<file path="src/hdl/ipcs_pkg.sv">
// constants and helper functions for the internet checksum engine
package ipcs_pkg;

   localparam int WORD_W = 16;
   localparam int CNT_W  = 15;
   localparam int ASUM_W = 19;
   localparam int TREE_W = 19;

   localparam logic MODE_IP  = 1'b0;
   localparam logic MODE_TCP = 1'b1;

   localparam logic [CNT_W-1:0]  IP_CKSUM_POS  = 15'd5;
   localparam logic [CNT_W-1:0]  TCP_CKSUM_POS = 15'd8;
   localparam logic [WORD_W-1:0] PROTO_TCP     = 16'h0006;
   localparam logic [WORD_W-1:0] HIGH_BYTE     = 16'hFF00;

   typedef logic [WORD_W-1:0] word_type;

   // end-around carry fold of a wide sum down to 16 bits
   function automatic word_type fold_sum(input logic [TREE_W-1:0] s);
      logic [WORD_W:0] f1;
      logic [WORD_W:0] f2;
      f1 = {1'b0, s[WORD_W-1:0]} + {{(WORD_W+1-(TREE_W-WORD_W)){1'b0}}, s[TREE_W-1:WORD_W]};
      f2 = {1'b0, f1[WORD_W-1:0]} + {{WORD_W{1'b0}}, f1[WORD_W]};
      return f2[WORD_W-1:0];
   endfunction

endpackage

</file>
<file path="src/hdl/ip_tcp_checksum_engine.sv">
// internet checksum engine: streamed 16-bit words, ip header or tcp segment with pseudo-header
//
//  channel  direction  ports
//  req      in         req_valid/req_ready, mode, start_req, data_word, addresses, lengths
//  rsp      out        rsp_valid/rsp_ready, checksum, unit_mode
//
// one word per cycle sustained unless the result stalls; words pass the input register first.
// the input register pre-adds the pseudo-header address halves and the protocol number,
// stage two adds these, the length and the first word: one 19-bit add, double end-around fold.
// reset is synchronous; it drops any unit in progress and empties both registers.
// a stalled result holds the word stage; words keep flowing while the result register is free
// or being drained in the same cycle.
module ip_tcp_checksum_engine
   import ipcs_pkg::*;
(
   input  logic        clock,
   input  logic        reset,
   input  logic        req_valid,
   output logic        req_ready,
   input  logic        req_mode,
   input  logic        req_start_req,
   input  logic [15:0] req_data_word,
   input  logic [31:0] req_source_address,
   input  logic [31:0] req_dest_address,
   input  logic [15:0] req_total_length,
   input  logic [3:0]  req_header_words,
   output logic        rsp_valid,
   input  logic        rsp_ready,
   output logic [15:0] rsp_checksum,
   output logic        rsp_unit_mode
);

   // input stage
   logic              in_valid_ff, in_valid_in;
   logic              in_mode_ff;
   logic              in_start_ff;
   word_type          in_word_ff;
   word_type          in_bytes_ff, in_bytes_in;
   logic [ASUM_W-1:0] in_asum_ff, in_asum_in;

   // unit state
   word_type          running_sum_ff, running_sum_in;
   logic [CNT_W-1:0]  words_left_ff, words_left_in;
   logic [CNT_W-1:0]  word_position_ff, word_position_in;
   logic              odd_tail_ff, odd_tail_in;
   logic              busy_ff, busy_in;
   logic              held_mode_ff, held_mode_in;

   // result register
   logic              out_valid_ff, out_valid_in;
   word_type          out_sum_ff, out_sum_in;
   logic              out_mode_ff, out_mode_in;

   logic              proceed;
   logic              fire;
   logic              emit;
   word_type          header_bytes;
   word_type          wordm;
   logic [CNT_W-1:0]  start_wl;
   logic              start_ot;
   logic [TREE_W-1:0] tree;
   logic [WORD_W:0]   step_sum;
   logic [CNT_W-1:0]  cks_pos;

   assign proceed   = !out_valid_ff || rsp_ready;
   assign fire      = in_valid_ff && proceed;
   assign req_ready = !in_valid_ff || proceed;

   assign rsp_valid     = out_valid_ff;
   assign rsp_checksum  = out_sum_ff;
   assign rsp_unit_mode = out_mode_ff;

   // pre-add of the pseudo-header ahead of the input register
   assign header_bytes = {10'd0, req_header_words, 2'b00};
   always_comb begin
      in_valid_in = in_valid_ff;
      if (req_valid && req_ready) begin
         in_valid_in = 1'b1;
      end else if (fire) begin
         in_valid_in = 1'b0;
      end
      in_bytes_in = (req_mode == MODE_TCP) ? (req_total_length - header_bytes) : header_bytes;
      in_asum_in  = {3'b000, req_source_address[31:16]} + {3'b000, req_source_address[15:0]}
                  + {3'b000, req_dest_address[31:16]} + {3'b000, req_dest_address[15:0]}
                  + {3'b000, PROTO_TCP};
   end

   assign start_wl = in_bytes_ff[WORD_W-1:1];
   assign start_ot = in_bytes_ff[0];
   assign cks_pos  = (held_mode_ff == MODE_TCP) ? TCP_CKSUM_POS : IP_CKSUM_POS;

   always_comb begin
      running_sum_in   = running_sum_ff;
      words_left_in    = words_left_ff;
      word_position_in = word_position_ff;
      odd_tail_in      = odd_tail_ff;
      busy_in          = busy_ff;
      held_mode_in     = held_mode_ff;
      emit             = 1'b0;
      wordm            = in_word_ff;
      tree             = '0;
      step_sum         = '0;

      if (fire && in_start_ff) begin
         held_mode_in     = in_mode_ff;
         word_position_in = 15'd1;
         // position zero is never the checksum slot; only the odd-byte mask applies
         if (start_wl == '0) begin
            wordm = in_word_ff & HIGH_BYTE;
         end
         if (start_wl == '0 && !start_ot) begin
            wordm = '0;
         end
         if (in_mode_ff == MODE_TCP) begin
            tree = in_asum_ff + {3'b000, in_bytes_ff} + {3'b000, wordm};
         end else begin
            tree = {3'b000, wordm};
         end
         running_sum_in = fold_sum(tree);
         if (start_wl == '0 && !start_ot) begin
            emit             = 1'b1;
            busy_in          = 1'b0;
            words_left_in    = '0;
            odd_tail_in      = 1'b0;
            word_position_in = '0;
         end else begin
            if (start_wl != '0) begin
               words_left_in = start_wl - 15'd1;
               odd_tail_in   = start_ot;
            end else begin
               words_left_in = '0;
               odd_tail_in   = 1'b0;
            end
            emit    = (words_left_in == '0) && !odd_tail_in;
            busy_in = !emit;
         end
      end else if (fire && busy_ff) begin
         if (word_position_ff == cks_pos) begin
            wordm = '0;
         end
         if (words_left_ff == '0) begin
            wordm = wordm & HIGH_BYTE;
         end
         step_sum       = {1'b0, running_sum_ff} + {1'b0, wordm};
         running_sum_in = step_sum[WORD_W-1:0] + {{(WORD_W-1){1'b0}}, step_sum[WORD_W]};
         if (words_left_ff != '0) begin
            words_left_in = words_left_ff - 15'd1;
         end else begin
            odd_tail_in = 1'b0;
         end
         word_position_in = word_position_ff + 15'd1;
         emit    = (words_left_in == '0) && !odd_tail_in;
         busy_in = !emit;
      end
   end

   always_comb begin
      out_valid_in = out_valid_ff;
      out_sum_in   = out_sum_ff;
      out_mode_in  = out_mode_ff;
      if (fire && emit) begin
         out_valid_in = 1'b1;
         out_sum_in   = ~running_sum_in;
         out_mode_in  = held_mode_in;
      end else if (rsp_ready) begin
         out_valid_in = 1'b0;
      end
   end

   always_ff @(posedge clock) begin
      if (reset) begin
         in_valid_ff      <= 1'b0;
         out_valid_ff     <= 1'b0;
         running_sum_ff   <= '0;
         words_left_ff    <= '0;
         word_position_ff <= '0;
         odd_tail_ff      <= 1'b0;
         busy_ff          <= 1'b0;
         held_mode_ff     <= 1'b0;
      end else begin
         in_valid_ff      <= in_valid_in;
         out_valid_ff     <= out_valid_in;
         running_sum_ff   <= running_sum_in;
         words_left_ff    <= words_left_in;
         word_position_ff <= word_position_in;
         odd_tail_ff      <= odd_tail_in;
         busy_ff          <= busy_in;
         held_mode_ff     <= held_mode_in;
      end
   end

   always_ff @(posedge clock) begin
      if (req_valid && req_ready) begin
         in_mode_ff  <= req_mode;
         in_start_ff <= req_start_req;
         in_word_ff  <= req_data_word;
         in_bytes_ff <= in_bytes_in;
         in_asum_ff  <= in_asum_in;
      end
      out_sum_ff  <= out_sum_in;
      out_mode_ff <= out_mode_in;
   end

endmodule
</file>
<file path="config.mk">
export PLATFORM = sky130hd
export DESIGN_NAME = ip_tcp_checksum_engine
export DESIGN_NICKNAME = d
export VERILOG_FILES = /design/src/hdl/ipcs_pkg.sv /design/src/hdl/ip_tcp_checksum_engine.sv
export SDC_FILE = /design/constraint.sdc
export NUM_CORES = 1
export LEC_CHECK = 0
export BUFFER_PORTS_ARGS = -buffer_cell sky130_fd_sc_hd__buf_2
export CAP_MARGIN = 40
export CORE_MARGIN = 2
export CORE_UTILIZATION = 50
export DETAILED_ROUTE_END_ITERATION = 7
export PLACE_DENSITY = 0.67
export SYNTH_ARGS = -nofsm -noshare
export SYNTH_HDL_FRONTEND = slang
export SYNTH_SLANG_ARGS = --single-unit
</file>
<file path="constraint.sdc">
create_clock -name clock -period 9.4 [get_ports clock]
set_input_delay 0.47 -clock clock [delete_from_list [all_inputs] [get_ports clock]]
set_output_delay 0.47 -clock clock [all_outputs]
set_load 0.005 [all_outputs]
</file>
==> qor.json, run 1 <==
{
  "outcome": "finished clean",
  "synth.avg_cell_area_um2": 9.44,
  "first_global_vias": 8145,
  "place_hpwl_mm": 20.1,
  "num_rows": 53,
  "route.antenna.remaining_nets": 0,
  "max-clock-path-buffers": 2,
  "timing.reg2reg.worst_path_depth": 34,
  "htree_levels": 4,
  "met3WireLength_mm": 1.51,
  "drive_above_1_share_pct": 17.1,
  "routed_wl_met2_mm": 11.6,
  "synthDominantAreaCellType": "sky130_fd_sc_hd__edfxtp_1",
  "ir_worst_vdd_mv": 0.138,
  "synth-seq-cells": 121,
  "synth_fp_nets": 1363,
  "coreArea_um2": 21000,
  "worst-r2r-setup-slack_ns": 1.42,
  "start_util_pct": 50.7,
  "routed.top_layer": "met4",
  "clkSinkCount": 121,
  "ys.flop_type": "sky130_fd_sc_hd__edfxtp_1",
  "tritoncts": "done",
  "power.density_cell_area_nw_per_um2": 242,
  "netlist_top_cells_area": "sky130_fd_sc_hd__edfxtp_1, sky130_fd_sc_hd__fa_1, sky130_fd_sc_hd__dfxtp_1",
  "min_delay_path_depth": 1,
  "crit_required_ns": 9.58,
  "synth_cell_type_count": 97,
  "period_share_pct": 84.9,
  "insertedDiodeCount": 0,
  "fp.dieArea_um2": 22500,
  "grt_max_degree": 54,
  "route.detailed.vias_per_inst": 5.79,
  "worstSetupPathType": "register to register",
  "netlist_area_before_placement_um2": 10600,
  "post-route-worst-setup-slack_ns": 1.42,
  "route.vias.total": 8862,
  "power.static_leakage_nw": 4.89,
  "maximum_clock_frequency_ghz": 0.125,
  "timing_hold_violations_final": 0,
  "rr_endpoint": "rsp_checksum[13]",
  "rsz0062_at_grt": "no",
  "setup_total_negative_slack_ns": 0,
  "timing.critical_path.arrival_ns": 8.16,
  "timing.max_cap.violations": 0,
  "drt-wirelength-per-cell_um": 16.7,
  "gp_congestion": 0.936,
  "area_share_of_the_largest_cell_type_after_synthesis_pct": 19.8,
  "finClkSkew_ns": 0.0109,
  "period_minus_slack_ns": 7.98,
  "num-nets-final": 1479,
  "clockRootBuffer": "sky130_fd_sc_hd__clkbuf_16",
  "ys_top_cells_by_count": "sky130_fd_sc_hd__nor2_1, sky130_fd_sc_hd__ha_1, sky130_fd_sc_hd__edfxtp_1",
  "postRouteWirelength_mm": 25.6,
  "report.final.setup_viol": 0,
  "setup_slack_at_placement_ns": 1.49,
  "critical_path.startpoint_type": "register",
  "post-cts-setup-buffer-count": 0,
  "regToRegStartpoint": "in_bytes_ff[1]",
  "post_cts_sizing": 0,
  "cp_slowest_stage_delay_ns": 0.51,
  "sequential_cell_area_fraction_in_the_yosys_report_pct": 29.4,
  "hold_endpoint": "in_word_ff[0]",
  "die_w_um": 150,
  "chip_height_um": 150,
  "synth-edff-count": 70,
  "ios": 125,
  "timing.slew.headroom_pct": 44.1,
  "drt_drc_violations_left": 0,
  "pins_over_their_slew_limit": 0,
  "crit_slowest_cell": "sky130_fd_sc_hd__edfxtp_1",
  "portBuffers": 124,
  "grt_pass1_wl_mm": 40.7,
  "holdCritStartpoint": "req_data_word[0]",
  "clkTransAtPathRegs_ns": 0.06,
  "clk-insertion-delay-late_ns": 0.43,
  "worst_hold_path_type": "input port to register",
  "global_route.usage.total_pct": 23.1,
  "synthesis.instances": 1127,
  "yosysMostFrequentCell": "sky130_fd_sc_hd__nor2_1",
  "area_growth_syn_to_layout_pct": 13.0,
  "yosys_warnings": 0,
  "grt_antenna_before_repair": 0,
  "route.layer.met1.wl_mm": 11.9,
  "tightest_slew_ns": 0.838,
  "grt_overflow": 0,
  "end_kind": "register",
  "detail_route.first_pass.iterations": 5,
  "cts_inserted_buffers": 17,
  "cts_hold_buffers": 0,
  "drt_iter0_drc": 712,
  "timing.critical_path.fanout_max": 9,
  "asyncSetResetFlopFracSynth_pct": 0
}
==> worst max-delay path: cells and delay by family, from the launching register on <==
kind                     cells  cell delay, ns
AO/OA/AOI/OAI               11            2.06
XOR/XNOR                     1            0.06
adder cells (fa/ha/maj)      6            1.74
buffers and inverters        2            0.17
flip-flops                   1            0.51
AND/OR/NAND/NOR             14            3.16
==> through the flow <==
stage	util, %	instance area [µm²]	hold WS, ns	total power [mW]	instances
5_1_grt	57.4	12000	0.198	3.13	1531
2_1_floorplan	-	10600	0.453	1.95	1127
3_5_place_dp	54.7	11500	0.469	2.28	1499
3_3_place_gp	54.7	11500	0.469	2.26	1499
6_report	57.4	12000	0.215	2.91	1531
4_1_cts	57.4	12000	0.207	2.90	1531
==> worst max-delay path by stage <==
stage                    from  slack, ns  cells after the start            endpoint
3_5_place_dp   in_bytes_ff[1]       1.49                     34    rsp_checksum[13]
2_1_floorplan  in_bytes_ff[1]       2.20                     37    rsp_checksum[13]
3_3_place_gp   in_bytes_ff[1]       1.74                     34    rsp_checksum[13]
4_1_cts        in_bytes_ff[1]       1.43                     34    rsp_checksum[13]
5_1_grt        in_bytes_ff[1]       0.80                     34  running_sum_ff[10]
6_report       in_bytes_ff[1]       1.42                     34    rsp_checksum[13]
==> power breakdown <==
group | switching, mW | total (mW) | internal, mW
clock | 0.254 | 0.615 | 0.362
combinational | 0.925 | 1.59 | 0.667
sequential | 0.0518 | 0.702 | 0.650
total | 1.23 | 2.91 | 1.68
==> layer usage <==
| layer | global-route usage, % | vias to the layer above |
|---|---|---|
| met5 | 0 | - |
| met4 | 6.65 | 0 |
| met3 | 3.75 | 37 |
| met2 | 36.9 | 299 |
| met1 | 32.4 | 4132 |
| li1 | - | 4394 |
==> layout make-up <==
class / instances / area, µm²
Timing Repair Buffer: 132 / 681
Multi-Input combinational cell: 924 / 7140
Fill cell: 1947 / 8940
Sequential cell: 121 / 3120
Clock inverter: 12 / 87.6
Inverter: 47 / 176
Tap cell: 275 / 344
Clock buffer: 20 / 468
==> state kept, by name, indices dropped and copies added, names as in the netlist <==
register,flops
running_sum_ff,16
rsp_checksum,16
words_left_ff,15
in_valid_ff,1
busy_ff,1
word_position_ff,15
in_asum_ff,19
held_mode_ff,1
rsp_unit_mode,1
rsp_valid,1
in_start_ff,1
in_word_ff,16
in_mode_ff,1
odd_tail_ff,1
in_bytes_ff,16
==> cell usage in the layout, fill, tap and decap left out, types with 14 or more instances in the layout <==
| cell type | instances |
|---|---|
| sky130_fd_sc_hd__a21o_1 | 14 |
| sky130_fd_sc_hd__a21oi_1 | 68 |
| sky130_fd_sc_hd__and2_1 | 33 |
| sky130_fd_sc_hd__and3_1 | 23 |
| sky130_fd_sc_hd__buf_2 | 124 |
| sky130_fd_sc_hd__clkbuf_16 | 18 |
| sky130_fd_sc_hd__dfxtp_1 | 51 |
| sky130_fd_sc_hd__edfxtp_1 | 70 |
| sky130_fd_sc_hd__fa_1 | 52 |
| sky130_fd_sc_hd__ha_1 | 78 |
| sky130_fd_sc_hd__inv_1 | 47 |
| sky130_fd_sc_hd__nand2_1 | 64 |
| sky130_fd_sc_hd__nand3_1 | 27 |
| sky130_fd_sc_hd__nor2_1 | 105 |
| sky130_fd_sc_hd__nor2b_1 | 23 |
| sky130_fd_sc_hd__nor3_1 | 39 |
| sky130_fd_sc_hd__o21a_1 | 15 |
| sky130_fd_sc_hd__o21ai_0 | 46 |
| sky130_fd_sc_hd__xnor2_1 | 60 |
| sky130_fd_sc_hd__xor2_1 | 33 |
==> cells by family after synthesis <==
group / share of synthesized area [%]
fa+ha+maj: 19.0
buf+inv: 3.57
flops: 29.4
compound gates: 18.7
xor+xnor: 8.07
simple gates: 20.6
mux: 0.706
Power figures use the tool's default switching activity.
==> run 2, diff against run 1 <==
ABC_AREA = 1   (was unset)
PLACE_DENSITY = 0.7   (was 0.67)
clock period = 6.92 ns   (was 9.4 ns; I/O delays follow)
==> run 2 against run 1 <==
Against the previous run:
- register-to-register slack worse by 0.98 ns
- cell count up 26%
- clock power up 54%
==> qor.json, run 2 <==
{
  "holdCritStartpoint": {"value": "req_data_word[4]", "change": "was req_data_word[0]"},
  "cts_inserted_buffers": {"value": 17, "change": "unchanged"},
  "synth-edff-count": {"value": 70, "change": "unchanged"},
  "num_rows": {"value": 54, "change": "was 53"},
  "yosys_warnings": {"value": 0, "change": "unchanged"},
  "cts_hold_buffers": {"value": 0, "change": "unchanged"},
  "drt_iter0_drc": {"value": 733, "change": "was 712"},
  "period_minus_slack": {"value": 6.48, "unit": "ns", "change": "was 7.98 ns"},
  "outcome": {"value": "finished clean", "change": "unchanged"},
  "postRouteWirelength": {"value": 28.8, "unit": "mm", "change": "was 25.6 mm"},
  "postLayoutCellArea": {"value": 12900, "unit": "µm²", "change": "was 12000 µm²"},
  "maximum_clock_frequency": {"value": 0.154, "unit": "GHz", "change": "was 0.125 GHz"},
  "worst_hold_path_type": {"value": "input port to register", "change": "unchanged"},
  "power.density_cell_area": {"value": 312, "unit": "nW/µm²", "change": "was 242 nW/µm²"},
  "min_delay_path_depth": {"value": 1, "change": "unchanged"},
  "finalPower": {"value": 4.02, "unit": "mW", "change": "was 2.91 mW"},
  "start_util": {"value": 50.7, "unit": "%", "change": "about the same"},
  "timing.max_cap.violations": {"value": 0, "change": "unchanged"},
  "synth_fp_nets": {"value": 1731, "change": "was 1363"},
  "num-nets-final": {"value": 1878, "change": "was 1479"},
  "insertedDiodeCount": {"value": 0, "change": "unchanged"},
  "crit_path_top_cell_by_count": "sky130_fd_sc_hd__nand2_1",
  "worst-r2r-setup-slack": {"value": 0.44, "unit": "ns", "change": "was 1.42 ns"},
  "switching_power": {"value": 1.76, "unit": "mW", "change": "was 1.23 mW"},
  "power.static_leakage": {"value": 6.33, "unit": "nW", "change": "was 4.89 nW"},
  "route.antenna.remaining_nets": {"value": 0, "change": "unchanged"},
  "synth-seq-cells": {"value": 121, "change": "unchanged"},
  "worstSetupPathType": {"value": "register to register", "change": "unchanged"},
  "dpl-instance-area": {"value": 12000, "unit": "µm²", "change": "was 11500 µm²"},
  "max-clock-path-buffers": {"value": 2, "change": "unchanged"},
  "synth_cell_type_count": {"value": 59, "change": "was 97"},
  "synth.avg_cell_area": {"value": 7.38, "unit": "µm²", "change": "was 9.44 µm²"},
  "final_util": {"value": 59.2, "unit": "%", "change": "was 57.4%"},
  "coreArea": {"value": 21800, "unit": "µm²", "change": "was 21000 µm²"},
  "clk-insertion-delay-late": {"value": 0.44, "unit": "ns", "change": "was 0.43 ns"},
  "finClkSkew": {"value": 0.0116, "unit": "ns", "change": "was 0.0109 ns"},
  "critical_path.startpoint_type": {"value": "register", "change": "unchanged"},
  "pins_over_their_slew_limit": {"value": 0, "change": "unchanged"},
  "timing.reg2reg.worst_path_depth": {"value": 45, "change": "was 34"},
  "detail_route.first_pass.iterations": {"value": 6, "change": "was 5"},
  "chip_height": {"value": 153, "unit": "µm", "change": "was 150 µm"},
  "grt_max_degree": {"value": 54, "change": "unchanged"},
  "intPower": {"value": 2.26, "unit": "mW", "change": "was 1.68 mW"},
  "route.vias.total": {"value": 10238, "change": "was 8862"},
  "combPwrFrac": {"value": 52.8, "unit": "%", "change": "was 54.7%"},
  "clkSinkCount": {"value": 121, "change": "unchanged"},
  "drt_drc_violations_left": {"value": 0, "change": "unchanged"},
  "area_share_of_the_largest_cell_type_after_synthesis": {"value": 19.0, "unit": "%", "change": "was 19.8%"},
  "setup_total_negative_slack": {"value": 0, "unit": "ns", "change": "unchanged"},
  "area_growth_syn_to_layout": {"value": 16.7, "unit": "%", "change": "was 13.0%"},
  "timing.critical_path.arrival": {"value": 6.67, "unit": "ns", "change": "was 8.16 ns"},
  "htree_levels": {"value": 4, "change": "unchanged"},
  "drt-wirelength-per-cell": {"value": 14.9, "unit": "µm", "change": "was 16.7 µm"},
  "power.share.clock": {"value": 23.6, "unit": "%", "change": "was 21.2%"},
  "fillCellCount": {"value": 2073, "change": "was 1947"},
  "power.share.sequential": {"value": 23.6, "unit": "%", "change": "was 24.1%"},
  "ir_worst_vdd": {"value": 0.156, "unit": "mV", "change": "was 0.138 mV"},
  "ios": {"value": 125, "change": "unchanged"},
  "timing.slew.headroom": {"value": 41.3, "unit": "%", "change": "was 44.1%"},
  "tightest_slew": {"value": 0.880, "unit": "ns", "change": "was 0.838 ns"},
  "gp_congestion": {"value": 0.911, "change": "was 0.936"},
  "timing_hold_violations_final": {"value": 0, "change": "unchanged"},
  "flip_flop_count_of_the_largest_register_after_layout": {"value": 19, "change": "unchanged"},
  "yosysMostFrequentCell": {"value": "sky130_fd_sc_hd__nand2_1", "change": "was sky130_fd_sc_hd__nor2_1"},
  "grt_pass1_wl": {"value": 46.5, "unit": "mm", "change": "was 40.7 mm"},
  "clkTransAtPathRegs": {"value": 0.06, "unit": "ns", "change": "about the same"},
  "fp.dieArea": {"value": 23300, "unit": "µm²", "change": "was 22500 µm²"},
  "ys_top_cells_by_count": {"value": "sky130_fd_sc_hd__nand2_1, sky130_fd_sc_hd__inv_1, sky130_fd_sc_hd__nor2_1", "change": "was sky130_fd_sc_hd__nor2_1, sky130_fd_sc_hd__ha_1, sky130_fd_sc_hd__edfxtp_1"},
  "switching_share": {"value": 43.8, "unit": "%", "change": "was 42.3%"},
  "multi_input_comb_area": {"value": 7060, "unit": "µm²", "change": "was 7140 µm²"},
  "drive_above_1_share": {"value": 16.9, "unit": "%", "change": "was 17.1%"},
  "sequential_cell_area_fraction_in_the_yosys_report": {"value": 28.3, "unit": "%", "change": "was 29.4%"},
  "timing.critical_path.fanout_max": {"value": 11, "change": "was 9"},
  "portBuffers": {"value": 124, "change": "unchanged"},
  "clockRootBuffer": {"value": "sky130_fd_sc_hd__clkbuf_16", "change": "unchanged"},
  "cp_slowest_stage_delay": {"value": 0.50, "unit": "ns", "change": "was 0.51 ns"},
  "grt_overflow": {"value": 0, "change": "unchanged"},
  "layout.cells.most_common_list": {"value": "sky130_fd_sc_hd__nand2_1, sky130_fd_sc_hd__inv_1, sky130_fd_sc_hd__nor2_1", "change": "was sky130_fd_sc_hd__buf_2, sky130_fd_sc_hd__nor2_1, sky130_fd_sc_hd__ha_1"},
  "layout_commonest_cell": {"value": "sky130_fd_sc_hd__nand2_1", "change": "was sky130_fd_sc_hd__buf_2"},
  "ys.flop_type": {"value": "sky130_fd_sc_hd__edfxtp_1", "change": "unchanged"},
  "report.final.setup_viol": {"value": 0, "change": "unchanged"},
  "synthesis.instances": {"value": 1495, "change": "was 1127"},
  "route.detailed.vias_per_inst": {"value": 5.29, "change": "was 5.79"},
  "largest-register": {"value": "in_asum_ff", "change": "unchanged"},
  "first_global_vias": {"value": 9653, "change": "was 8145"},
  "end_kind": {"value": "register", "change": "unchanged"},
  "global_route.usage.total": {"value": 24.7, "unit": "%", "change": "was 23.1%"},
  "netlist_top_cells_area": {"value": "sky130_fd_sc_hd__edfxtp_1, sky130_fd_sc_hd__nand2_1, sky130_fd_sc_hd__fa_1", "change": "was sky130_fd_sc_hd__edfxtp_1, sky130_fd_sc_hd__fa_1, sky130_fd_sc_hd__dfxtp_1"},
  "synthDominantAreaCellType": {"value": "sky130_fd_sc_hd__edfxtp_1", "change": "unchanged"},
  "place.detailed.instances": {"value": 1885, "change": "was 1499"},
  "place_hpwl": {"value": 23.0, "unit": "mm", "change": "was 20.1 mm"},
  "hold_endpoint": {"value": "in_word_ff[4]", "change": "was in_word_ff[0]"},
  "regToRegStartpoint": {"value": "in_bytes_ff[7]", "change": "was in_bytes_ff[1]"},
  "tritoncts": {"value": "done", "change": "unchanged"},
  "grt_antenna_before_repair": {"value": 0, "change": "unchanged"},
  "asyncSetResetFlopFracSynth": {"value": 0, "unit": "%", "change": "unchanged"},
  "crit_required": {"value": 7.11, "unit": "ns", "change": "was 9.58 ns"},
  "crit_slowest_cell": {"value": "sky130_fd_sc_hd__edfxtp_1", "change": "unchanged"},
  "die_w": {"value": 153, "unit": "µm", "change": "was 150 µm"},
  "period_share": {"value": 93.6, "unit": "%", "change": "was 84.9%"},
  "layout.cells.non_filler": {"value": 1935, "change": "was 1531"},
  "register_area": {"value": 3120, "unit": "µm²", "change": "unchanged"},
  "netlist_area_before_placement": {"value": 11000, "unit": "µm²", "change": "was 10600 µm²"},
  "rr_endpoint": {"value": "rsp_checksum[14]", "change": "was rsp_checksum[13]"}
}
[run 2: cell types whose count changed in the layout (fill, tap and decap cells not counted), sizes merged, moves of 14 or more]
cell,delta
and3,-22
nand2,+323
nand2b,-14
buf,+19
xnor2,-54
nor2b,-23
nand3,+81
nor3,-14
nor2,+75
inv,+179
and2,-33
[run 2: per-layer routing]
layer	GRT usage (%)	share of wire, %	vias up
met2	41.9	48	337
met5	0	0	-
met4	9.74	3.0	0
met1	31.5	43	4667
li1	-	-	5171
met3	4.24	6.2	63
[run 2: worst max path at each step]
stage / from / end / cells past startpoint
floorplan: in_bytes_ff[1] / rsp_checksum[14] / 48
global placement: in_bytes_ff[1] / rsp_checksum[14] / 47
detailed placement: in_bytes_ff[1] / rsp_checksum[14] / 47
CTS: in_bytes_ff[1] / rsp_checksum[14] / 47
global route: in_bytes_ff[1] / rsp_checksum[14] / 47
finish: in_bytes_ff[7] / rsp_checksum[14] / 45
[run 2: kinds of logic after synthesis]
logic type / synth area share [%]
adder cells (fa/ha/maj): 18.3
XOR/XNOR: 4.17
AO/OA/AOI/OAI: 9.78
buffers and inverters: 8.82
flip-flops: 28.3
AND/OR/NAND/NOR: 30.7
[run 2: power by group through the flow]
stage / registers (mW) / clock network, mW / logic [mW]
after detailed placement: 0.963 / 0 / 2.00
after floorplan: 0.939 / 0 / 1.56
after global placement: 0.963 / 0 / 1.97
after global routing: 0.954 / 0.988 / 2.42
after CTS: 0.948 / 0.959 / 2.02
final: 0.946 / 0.949 / 2.12
[run 2: final cells by class]
type                       count  share of cell area [%]
clock buffer                  27                    4.65
clock inverter                 5                   0.311
inverter                     232                    6.79
multi-input combinational   1119                    54.8
sequential                   121                    24.2
tap                          280                    2.72
timing repair buffer         151                    6.45
[run 2: per-stage QoR]
step,setup WS (ns),hold WS (ns)
2_1_floorplan,0.783,0.439
3_3_place_gp,0.396,0.453
3_5_place_dp,0.128,0.457
4_1_cts,0.0751,0.0725
5_1_grt,-0.0879,0.0727
6_report,0.440,0.0840
[run 2: worst max-delay path: cells and delay by family (launching register included)]
family,cells,cell delay (ns)
adders and majority gates,5,1.48
DFF,1,0.50
buffers and inverters,6,0.49
AOI/OAI and AO/OA,1,0.09
and+or+nand+nor,33,3.67
[run 2: what timing repair did]
| action | CTS | global route |
|---|---|---|
| resized for setup | 0 | 34 |
| buffers inserted | 0 | 18 |
| endpoints found under the setup margin | 0 | 22 |
